`src/sv/wpm_pkg.sv`:
```
`default_nettype none
// ----------------------------------------------------------------------------
// wpm_pkg: wildcard pattern matcher shared definitions
// Sizes, operation codes, wildcard bytes and the cell control/status structs.
// ----------------------------------------------------------------------------
package wpm_pkg;

   localparam int MAX_PATTERN = 32;
   localparam int LEN_W       = $clog2(MAX_PATTERN + 1);

   localparam logic [7:0] STAR_BYTE  = 8'h2A;
   localparam logic [7:0] QMARK_BYTE = 8'h3F;

   typedef enum logic [1:0] {
      OP_CLEAR  = 2'd0,
      OP_APPEND = 2'd1,
      OP_BEGIN  = 2'd2,
      OP_TEXT   = 2'd3
   } op_type;

   // per-cell controls from the top level
   typedef struct packed {
      logic write;       // load pattern byte into this cell
      logic active;      // cell lies inside the current pattern
      logic step;        // text byte transaction
      logic begin_text;  // begin text transaction: row := empty-text row
   } cell_ctl_type;

   // per-cell status toward neighbors and the prefix unit
   typedef struct packed {
      logic m;     // match bit for this prefix
      logic e;     // empty-text match bit for this prefix
      logic gen;   // chain generate
      logic prop;  // chain propagate (star cell)
   } cell_stat_type;

endpackage
`default_nettype wire

```
`src/sv/wpm_cell.sv`:
```
`default_nettype none
// ----------------------------------------------------------------------------
// wpm_cell: one pattern position
// Holds a pattern byte and its match / empty-text bits, takes the left
// neighbor's bits and the chain result for the row update.
// ----------------------------------------------------------------------------
module wpm_cell
   import wpm_pkg::*;
(
   input  wire logic          clock,
   input  wire cell_ctl_type  ctl,
   input  wire logic [7:0]    ch,
   input  wire logic          left_m,
   input  wire logic          left_e,
   input  wire logic          chain_in,
   output cell_stat_type      stat
);

   logic [7:0] byte_ff, byte_in;
   logic       m_ff, m_in;
   logic       e_ff, e_in;
   logic       star;
   logic       hit;

   assign star = (byte_ff == STAR_BYTE);
   assign hit  = (byte_ff == QMARK_BYTE) || (byte_ff == ch);

   // inactive cells stay out of the chain
   assign stat.m    = m_ff;
   assign stat.e    = e_ff;
   assign stat.prop = ctl.active & star;
   assign stat.gen  = ctl.active & (star ? m_ff : (hit & left_m));

   always_comb begin
      byte_in = byte_ff;
      m_in    = m_ff;
      e_in    = e_ff;
      if (ctl.write) begin
         byte_in = ch;
         e_in    = (ch == STAR_BYTE) & left_e;
         m_in    = 1'b0;
      end else if (ctl.step) begin
         m_in = chain_in;
      end else if (ctl.begin_text) begin
         m_in = e_ff;
      end
   end

   always_ff @(posedge clock) begin
      byte_ff <= byte_in;
      m_ff    <= m_in;
      e_ff    <= e_in;
   end

endmodule
`default_nettype wire

```
`src/sv/wpm_prefix.sv`:
```
`default_nettype none
// ----------------------------------------------------------------------------
// wpm_prefix: star-chain resolver
// Resolves next[j] = gen[j] | prop[j] & next[j-1] across all cells with one
// carry-chain add; the chain input below the first cell is zero.
// ----------------------------------------------------------------------------
module wpm_prefix
   import wpm_pkg::*;
(
   input  wire logic [MAX_PATTERN-1:0] gen,
   input  wire logic [MAX_PATTERN-1:0] prop,
   output logic      [MAX_PATTERN-1:0] chain
);

   logic [MAX_PATTERN-1:0] a_vec;
   logic [MAX_PATTERN:0]   sum;
   logic [MAX_PATTERN:0]   carry_in;

   // generate -> 1+1, propagate -> 1+0, kill -> 0+0
   assign a_vec    = gen | prop;
   assign sum      = {1'b0, a_vec} + {1'b0, gen};
   assign carry_in = sum ^ {1'b0, a_vec} ^ {1'b0, gen};
   // carry out of bit i is carry into bit i+1
   assign chain    = carry_in[MAX_PATTERN:1];

endmodule
`default_nettype wire

```
`src/sv/wildcard_pattern_matcher.sv`:
```
`default_nettype none
// Response: a result is registered and appears on rsp_tvalid in the cycle after its transaction is taken.
// Throughput: one transaction per cycle while the response is not held; the row update
//   for a text byte is a single pass through the star chain (one 32-bit carry add over the cells).
// Reset: synchronous; clears pattern length, overflow flag and the response valid
//   flag, sets row bit zero, and holds req_tready low. Pattern cells are
//   loaded by append transactions only.
// ----------------------------------------------------------------------------
// wildcard_pattern_matcher: streaming wildcard ('*', '?') pattern matcher
// Pattern bytes are loaded into a row of cells; text bytes then update one
// bit of match state per cell, and a result reports whole-pattern match.
// ----------------------------------------------------------------------------
module wildcard_pattern_matcher
   import wpm_pkg::*;
(
   input  wire logic       clock,
   input  wire logic       reset,
   // request channel
   input  wire logic       req_tvalid,
   output logic            req_tready,
   input  wire logic [7:0] req_tdata,   // [7:0] ch
   input  wire logic [1:0] req_tuser,   // [1:0] op
   // response channel
   output logic            rsp_tvalid,
   input  wire logic       rsp_tready,
   output logic [7:0]      rsp_tdata    // [0] matched, [1] pattern_overflow, [7:2] zero
);

   // --- control state -------------------------------------------------------
   logic [LEN_W-1:0] len_ff, len_in;      // pattern length
   logic             ovf_ff, ovf_in;      // bytes dropped since last clear
   logic             m0_ff, m0_in;        // match bit for the empty prefix
   logic             rsp_valid_ff, rsp_valid_in;
   logic             matched_ff, matched_in;
   logic             rsp_ovf_ff, rsp_ovf_in;

   logic             accept;
   op_type           op;
   logic             full;

   cell_ctl_type     cell_ctl  [MAX_PATTERN];
   cell_stat_type    cell_stat [MAX_PATTERN];
   logic [MAX_PATTERN-1:0] gen_vec;
   logic [MAX_PATTERN-1:0] prop_vec;
   logic [MAX_PATTERN-1:0] chain_vec;
   logic [MAX_PATTERN-1:0] e_vec;
   logic [MAX_PATTERN:0]   empty_row;     // empty-text row, bit zero always set
   logic [MAX_PATTERN:0]   next_row;      // match row after the current text byte

   // output register frees the input side whenever it can be emptied;
   // nothing is taken while reset is high
   assign req_tready = !reset && (!rsp_valid_ff || rsp_tready);
   assign accept     = req_tvalid && req_tready;
   assign op         = op_type'(req_tuser);
   assign full       = (len_ff == LEN_W'(MAX_PATTERN));

   // --- cell row ------------------------------------------------------------
   // Cell i holds pattern prefix length i+1. Match and empty bits move right
   // from neighbor to neighbor; star cells chain through the prefix unit.
   for (genvar i = 0; i < MAX_PATTERN; i++) begin : g_cell
      logic left_m;
      logic left_e;

      if (i == 0) begin : g_first
         assign left_m = m0_ff;
         assign left_e = 1'b1;
      end else begin : g_rest
         assign left_m = cell_stat[i-1].m;
         assign left_e = cell_stat[i-1].e;
      end

      assign cell_ctl[i].write      = accept && (op == OP_APPEND) &&
                                      (len_ff == LEN_W'(i));
      assign cell_ctl[i].active     = (len_ff >= LEN_W'(i + 1));
      assign cell_ctl[i].step       = accept && (op == OP_TEXT);
      assign cell_ctl[i].begin_text = accept && (op == OP_BEGIN);

      wpm_cell u_cell (
         .clock    (clock),
         .ctl      (cell_ctl[i]),
         .ch       (req_tdata),
         .left_m   (left_m),
         .left_e   (left_e),
         .chain_in (chain_vec[i]),
         .stat     (cell_stat[i])
      );

      assign gen_vec[i]  = cell_stat[i].gen;
      assign prop_vec[i] = cell_stat[i].prop;
      assign e_vec[i]    = cell_stat[i].e;
   end

   wpm_prefix u_prefix (
      .gen   (gen_vec),
      .prop  (prop_vec),
      .chain (chain_vec)
   );

   // a text byte never matches the empty prefix
   assign empty_row = {e_vec, 1'b1};
   assign next_row  = {chain_vec, 1'b0};

   // --- next state ----------------------------------------------------------
   always_comb begin
      len_in       = len_ff;
      ovf_in       = ovf_ff;
      m0_in        = m0_ff;
      matched_in   = matched_ff;
      rsp_ovf_in   = rsp_ovf_ff;
      rsp_valid_in = rsp_valid_ff && !rsp_tready;
      if (accept) begin
         unique case (op)
            OP_CLEAR: begin
               len_in = '0;
               ovf_in = 1'b0;
               m0_in  = 1'b1;
            end
            OP_APPEND: begin
               if (full) begin
                  ovf_in = 1'b1;          // byte dropped
               end else begin
                  len_in = len_ff + LEN_W'(1);
               end
            end
            OP_BEGIN: begin
               m0_in        = 1'b1;
               matched_in   = empty_row[len_ff];
               rsp_ovf_in   = ovf_ff;
               rsp_valid_in = 1'b1;
            end
            OP_TEXT: begin
               m0_in        = 1'b0;
               matched_in   = next_row[len_ff];
               rsp_ovf_in   = ovf_ff;
               rsp_valid_in = 1'b1;
            end
            default: begin
            end
         endcase
      end
   end

   always_ff @(posedge clock) begin
      if (reset) begin
         len_ff       <= '0;
         ovf_ff       <= 1'b0;
         m0_ff        <= 1'b1;
         rsp_valid_ff <= 1'b0;
      end else begin
         len_ff       <= len_in;
         ovf_ff       <= ovf_in;
         m0_ff        <= m0_in;
         rsp_valid_ff <= rsp_valid_in;
      end
   end

   always_ff @(posedge clock) begin
      matched_ff <= matched_in;
      rsp_ovf_ff <= rsp_ovf_in;
   end

   assign rsp_tvalid = rsp_valid_ff;
   assign rsp_tdata  = {6'd0, rsp_ovf_ff, matched_ff};

   // --- assertions ----------------------------------------------------------
   a_len_bound : assert property (@(posedge clock) disable iff (reset)
      len_ff <= LEN_W'(MAX_PATTERN))
      else $error("pattern length beyond capacity");

   a_ovf_cause : assert property (@(posedge clock) disable iff (reset)
      $rose(ovf_ff) |-> $past(accept && (op == OP_APPEND) && full))
      else $error("overflow flag set without a dropped append");

   a_clear : assert property (@(posedge clock) disable iff (reset)
      accept && (op == OP_CLEAR) |=> (len_ff == '0) && !ovf_ff && m0_ff)
      else $error("clear did not reset pattern state");

   a_empty_begin : assert property (@(posedge clock) disable iff (reset)
      accept && (op == OP_BEGIN) && (len_ff == '0) |=> rsp_tvalid && rsp_tdata[0])
      else $error("empty pattern must match empty text");

endmodule
`default_nettype wire

```
`config.mk`:
```
export PLATFORM = sky130hd
export DESIGN_NAME = wildcard_pattern_matcher
export DESIGN_NICKNAME = d
export VERILOG_FILES = /design/src/sv/wpm_pkg.sv /design/src/sv/wpm_cell.sv /design/src/sv/wpm_prefix.sv /design/src/sv/wildcard_pattern_matcher.sv
export SDC_FILE = /design/constraint.sdc
export NUM_CORES = 1
export LEC_CHECK = 0
export ABC_AREA = 1
export CAP_MARGIN = 15
export CORE_ASPECT_RATIO = 0.5
export CORE_UTILIZATION = 55
export DETAILED_ROUTE_END_ITERATION = 8
export DONT_BUFFER_PORTS = 1
export GPL_TIMING_DRIVEN = 0
export PLACE_DENSITY = 0.73
export SLEW_MARGIN = 20
export SYNTH_ARGS = -nofsm -noshare
export SYNTH_HDL_FRONTEND = slang
export SYNTH_SLANG_ARGS = --single-unit
```
`constraint.sdc`:
```
create_clock -name clock -period 8.15 [get_ports clock]
set_input_delay 0.815 -clock clock [delete_from_list [all_inputs] [get_ports clock]]
set_output_delay 0.815 -clock clock [all_outputs]
set_load 0.05 [all_outputs]
```
==> impl_metrics.csv, run 1 <==
group,metric,value,unit
placed_design,gp_congestion,1.02,
power_and_ir_drop,p_comb_share,7.1,%
power_and_ir_drop,p_per_area,165,nW/um^2
critical_path,cp.required,8.49,ns
routing,drtPass1Iterations,6,
critical_path,worst_path_largest_cell_delay,0.48,ns
layout,drive_gt1_share,6.50,%
critical_path,cp_top_family,"simple AND/OR/NAND/NOR gates",
power_and_ir_drop,finalPower,3.69,mW
routing,drc,0,
synth,synth_seq_cells,331,
power_and_ir_drop,switchingPower,898,uW
clocking,cts_setup_buffers,0,
sta,holdWs,0.278,ns
clocking,post_cts_resize_count,0,
placed_design,io_buffers,0,
layout,post-route-util,61.5,%
clocking,cts_tree,"done",
clocking,clock-sinks,331,
synth,synth_cell_types,58,
global_route,grt.overflow.total,0,
synth,synth-main-ff-cell,"edfxtp_1",
synth,synth_edf_count,290,
routing,drt_iter0_markers,2764,
clocking,cts_hold_buf,0,
status,status,"completed",
clocking,cts_inserted_buffers,31,
sta,post-route-period-util,53.7,%
floorplanning,initial_core_util,56.7,%
sta,clock_skew,0.0118,ns
floorplanning,dieWidth,276,um
critical_path,critPathSlowestCell,"clkinv_1",
sta,clock.fmax,229,MHz
critical_path,crit_fanout,11,
critical_path,cp_cell_sequence,"clkinv_1, ha_1, inv_1, nand2_1, a21oi_1, inv_1, nand2_1, o21ai_0, nand2_1, nand2_1, inv_1, nand2_1, nand3b_1, nand2_1, nand2_1, nand2_1, nand2_1, inv_1, nand3_1, a21oi_1, nand3_1, nand2_1, a21oi_2",
synth,synth.area.top_cells,"edfxtp_1 (42%), nand2_1 (16%), inv_1 (7.1%)",
routing,via_per_inst,5.86,
critical_path,start_kind,"flip-flop",
clocking,htree_levels,1,
synth,syn_area,20700,um^2
layout,diodes,0,
power_and_ir_drop,p_leak,9.47,nW
sta,slew_headroom,15.8,%
clocking,clk_pin_slew,0.07,ns
power_and_ir_drop,switching_share,24.3,%
floorplanning,ioPinCount,24,
synth,synth_top_area_cell,"edfxtp_1",
sta,maxSlewViolCount,0,
routing,wl,72800,um
worst_hold_path,hold_class,"input pin to flip-flop",
synth,syn_avg_cell_area,7.52,um^2
power_and_ir_drop,ir_drop,0.176,mV
synth,synth_top_area_share,42.1,%
global_route,grt_max_degree,38,
layout,fin_nets,2812,
power_and_ir_drop,p_clk_share,41.5,%
critical_path,worstSetupPathType,"flip-flop to flip-flop",
power_and_ir_drop,internal_power,2.79,mW
placed_design,hpwlAfterDp,52500,um
sta,finalSetupViolCount,0,
floorplanning,die_h,139,um
routing,via_count,19300,
power_and_ir_drop,p_seq_share,51.5,%
synth,yosysWarnings,0,
critical_path,crit_arrival,4.72,ns
layout,fin_area,22400,um^2
floorplanning,die_area,38500,um^2
synth,netlist_top_cells_count,"nand2_1 (857), inv_1 (393), nor2_1 (334)",
placed_design,place_area,21400,um^2
critical_path,path_common_cell,"nand2_1",
layout,synthToLayoutAreaGrowth,8.30,%
synth,synth_cells,2752,
global_route,grt_pass1_wl,107000,um
sta,rsz0062_at_grt,"no",
floorplanning,row_count,49,
sta,final_hold_viol_count,0,
floorplanning,core-area,36500,um^2
critical_path,critical_path_buf_inv_count,5,
clocking,clock_latency,0.60,ns
clocking,cts_max_path_buffers,3,
global_route,grt.total_usage,37.7,%
synth,yosysMostFrequentCell,"nand2_1",
global_route,antenna_found_initial,2,
clocking,root_buffer,"clkbuf_16",
routing,wl_per_cell,22.0,um
global_route,grt_pass1_vias,17400,
critical_path,end_kind,"flip-flop",
routing,drtAntennaViolNets,0,
synth,synth-seq-area-share,46.0,%
sta,worst_slew_pin_slew,1.26,ns
sta,period_minus_slack,4.37,ns
synth,synth-async-reset-ratio,0,%
sta,fin_setup_tns,0,ns
job,cap_violations,0,
-- metal layers --
| metal | global-route usage (%) | wire (um) |
|---|---|---|
| met4 | 13.7 | 2690 |
| met3 | 9.77 | 10400 |
| met1 | 54.7 | 30400 |
| met5 | 0 | 0 |
| met2 | 54.0 | 29200 |
-- state kept, by name, indices dropped and copies added, names as in the netlist --
name and cells:
g_cell.u_cell.e_ff 32, rsp_ovf_ff 1, matched_ff 1, rsp_tvalid 1, g_cell.left_m 1, ovf_ff 1, g_cell.u_cell.byte_ff 256, len_ff 6
g_cell.u_cell.m_ff 32
-- path summary, 6_finish.rpt --
check                                from         end  slack, ns  cells past startpoint
worst min register to register     ovf_ff  rsp_ovf_ff       0.44                      0
worst max-delay path            len_ff[1]  matched_ff       3.78                     23
worst max register to register  len_ff[1]  matched_ff       3.78                     23
worst min-delay path                reset  rsp_tvalid       0.28                      1
-- logic make-up after synthesis --
group	count (synthesis)	share of synthesized area [%]
AND/OR/NAND/NOR	1620	33.6
buffers and inverters	481	9.38
flip-flops	331	46.0
AO/OA/AOI/OAI	192	5.49
XOR/XNOR	122	5.16
adder cells (fa/ha/maj)	5	0.302
other	1	0.0181
-- layout make-up --
type	instances	area [um^2]
Buffer	75	419
Clock buffer	41	833
Clock inverter	16	200
Fill cell	3203	14100
Inverter	406	1520
Multi-Input combinational cell	1945	9280
Sequential cell	331	9530
Tap cell	484	606
Timing Repair Buffer	3	27.5
-- power groups by stage --
| stage | clock [mW] | sequential [mW] | combinational [mW] |
|---|---|---|---|
| floorplan | 0 | 1.92 | 0.169 |
| global placement | 0 | 1.94 | 0.245 |
| CTS | 1.53 | 1.90 | 0.251 |
| finish | 1.53 | 1.90 | 0.260 |
| detailed placement | 0 | 1.94 | 0.249 |
| global route | 1.59 | 1.90 | 0.277 |
-- cell usage in the layout, fill, tap and decap left out, types with 18 or more instances in the layout --
cell type	instances
nand2_1	857
inv_1	393
nor2_1	328
edfxtp_1	290
nand3_1	152
xnor2_1	116
nand4_1	98
a21oi_1	79
nor3_1	79
o21ai_0	47
dfxtp_1	41
clkbuf_1	35
clkbuf_16	31
nor4_1	24
buf_2	23
buf_4	22
or2_2	20
nor2_2	18
-- stage by stage --
stage	setup WS [ns]	std cells
floorplan	4.32	2757
global placement	3.54	3241
detailed placement	3.56	3243
CTS	3.88	3300
global route	3.54	3301
finish	3.78	3301
-- worst reg2reg max path: stages (launching register included) --
cell      delay (ns)
dfxtp_1         0.38
clkinv_1        0.48
ha_1            0.44
inv_1           0.08
nand2_1         0.23
a21oi_1         0.43
inv_1           0.11
nand2_1         0.11
o21ai_0         0.09
nand2_1         0.07
nand2_1         0.07
inv_1           0.06
nand2_1         0.10
nand3b_1        0.39
nand2_1         0.15
nand2_1         0.12
nand2_1         0.08
nand2_1         0.07
inv_1           0.06
nand3_1         0.08
a21oi_1         0.26
nand3_1         0.13
nand2_1         0.09
a21oi_2         0.05
Power figures use the tool's default switching activity.
==> inputs of run 2 (changes only) <==
Settings changed: PLACE_DENSITY 0.73 to 0.76.
Clock period 8.15 ns to 3.6 ns, I/O delays scaled along.
==> impl_metrics.csv, run 2 (synthesis gave the netlist of run 1 again) <==
group,metric,value,unit
power_and_ir_drop,p_comb_share,8.1,%
sta,period_minus_slack,3.60,ns
critical_path,worstSetupPathType,"flip-flop to flip-flop",
floorplanning,die_area,38500,um^2
routing,wl_per_cell,22.5,um
global_route,grt_pass1_vias,17900,
worst_hold_path,hold_start,"req_tuser[1]",
power_and_ir_drop,switchingPower,2.11,mW
critical_path,crit_arrival,3.96,ns
sta,setup_ws,-0.00399,ns
layout,synthToLayoutAreaGrowth,10.2,%
layout,top_register,"g_cell.u_cell.byte_ff",
sta,post-route-period-util,100,%
job,cap_violations,0,
sta,worst_slew_pin_slew,1.15,ns
worst_hold_path,hold_class,"input pin to flip-flop",
clocking,htree_levels,1,
floorplanning,die_h,139,um
sta,fin_setup_tns,-0.00399,ns
critical_path,r2r-end,"matched_ff",
sta,slew_headroom,22.7,%
global_route,grt.overflow.total,0,
global_route,grt_pass1_wl,109000,um
layout,largest_reg_flops,256,
sta,finalSetupViolCount,1,
critical_path,r2r_cells,22,
global_route,grt_max_degree,33,
critical_path,cp.required,3.96,ns
placed_design,place_area,21400,um^2
clocking,clk_pin_slew,0.07,ns
placed_design,gp_congestion,1.04,
floorplanning,dieWidth,276,um
placed_design,hpwlAfterDp,52200,um
clocking,root_buffer,"clkbuf_16",
routing,wl,74800,um
critical_path,end_kind,"flip-flop",
power_and_ir_drop,p_per_area,372,nW/um^2
critical_path,reg2reg_setup_slack,-0.004,ns
worst_hold_path,hold_depth,3,
clocking,clock_latency,0.61,ns
sta,final_hold_viol_count,0,
routing,drtAntennaViolNets,0,
layout,fin_nets,2829,
status,failed_checks,"setup timing",
sta,rsz0062_at_grt,"yes",
floorplanning,initial_core_util,56.7,%
power_and_ir_drop,internal_power,6.36,mW
layout,layout_common_cells,"nand2_1 (851), inv_1 (392), nor2_1 (322)",
sta,clock_skew,0.0292,ns
floorplanning,ioPinCount,24,
clocking,cts_tree,"done",
critical_path,start_kind,"flip-flop",
sta,maxSlewViolCount,0,
power_and_ir_drop,p_clk_share,41.1,%
placed_design,pre_cts_ws,-0.671,ns
clocking,cts_max_path_buffers,3,
critical_path,timing.rr.start,"len_ff[0]",
clocking,clock-sinks,331,
floorplanning,core-area,36500,um^2
power_and_ir_drop,switching_share,24.9,%
power_and_ir_drop,ir_drop,0.324,mV
layout,largestRegisters,"g_cell.u_cell.byte_ff x256, g_cell.u_cell.e_ff x32, g_cell.u_cell.m_ff x32",
critical_path,crit_fanout,11,
placed_design,io_buffers,0,
power_and_ir_drop,p_seq_share,50.8,%
power_and_ir_drop,p_leak,9.61,nW
global_route,antenna_found_initial,1,
routing,via_per_inst,5.93,
worst_hold_path,hold_path_end,"ovf_ff",
layout,drive_gt1_share,7.94,%
layout,final_common_cell,"nand2_1",
layout,fin_area,22800,um^2
routing,drt_iter0_markers,3128,
global_route,grt.total_usage,38.5,%
routing,drtPass1Iterations,6,
sta,clock.fmax,277,MHz
layout,post-route-util,62.5,%
status,status,"complete, but fails checks",
routing,via_count,19700,
clocking,cts_inserted_buffers,31,
floorplanning,row_count,49,
routing,drc,0,
==> run 2: final cells by class <==
cell class	instances	area (um^2)
Tap cell	484	606
Multi-Input combinational cell	1945	9410
Antenna cell	2	5.00
Sequential cell	331	9530
Clock buffer	44	855
Clock inverter	14	180
Inverter	406	1530
Buffer	75	425
Timing Repair Buffer	20	255
Fill cell	3182	13700
==> run 2: metrics by stage <==
step	instances	hold WS, ns	power (mW)
2_1_floorplan	2757	0.409	4.74
3_3_place_gp	3241	0.418	4.93
3_5_place_dp	3243	0.429	4.94
4_1_cts	3315	0.00102	8.41
5_1_grt	3319	0.0139	8.65
6_report	3321	0.0124	8.47
==> run 2: per-layer routing <==
metal	wire length [um]	part of all wire (%)	vias to the layer above	track usage (%)
li1	-	-	9021	-
met1	30200	40	9162	53.7
met2	30400	41	1302	56.4
met3	11200	15	196	11.6
met4	2980	4.0	0	14.3
met5	0	0	-	0
==> run 2: worst max-delay path, cell delays in order (launching register included) <==
cell	delay, ns
dfxtp_2	0.38
inv_4	0.13
buf_6	0.18
ha_2	0.22
nand2_4	0.12
a21oi_1	0.34
nor3_1	0.13
nand2_1	0.09
o21ai_0	0.08
nand2_1	0.07
nand2_1	0.08
inv_1	0.06
nand2_1	0.11
nand3b_1	0.29
buf_4	0.20
nand2_1	0.05
nand2_1	0.04
o21ai_0	0.15
nand3_1	0.10
a21oi_1	0.26
nand3_1	0.12
nand2_1	0.10
a21oi_2	0.06
==> run 2: power by group through the flow <==
stage	clock network, mW	registers (mW)	logic [mW]
finish	3.48	4.30	0.690
global route	3.62	4.31	0.725
CTS	3.45	4.30	0.659
detailed placement	0	4.38	0.560
global placement	0	4.38	0.551
floorplan	0	4.35	0.382
==> run 2: worst max path at each step <==
stage	startpoint	to	slack (ns)
after CTS	rsp_tvalid	g_cell[3].u_cell.byte_ff[2]	-0.004
after global routing	len_ff[4]	matched_ff	-0.19
after global placement	rsp_tvalid	g_cell[30].u_cell.byte_ff[2]	-0.82
final	len_ff[0]	matched_ff	-0.004
after detailed placement	len_ff[1]	matched_ff	-0.67
after floorplan	rsp_tvalid	g_cell[30].u_cell.byte_ff[0]	0.04
==> run 2: what timing repair did <==
item,4_1_cts,5_1_grt
endpoints found under the hold margin,260,0
setup endpoints to repair,181,39
buffers inserted,4,4
pin swaps,2,2
gates resized for setup,19,26
hold buffers,10,0
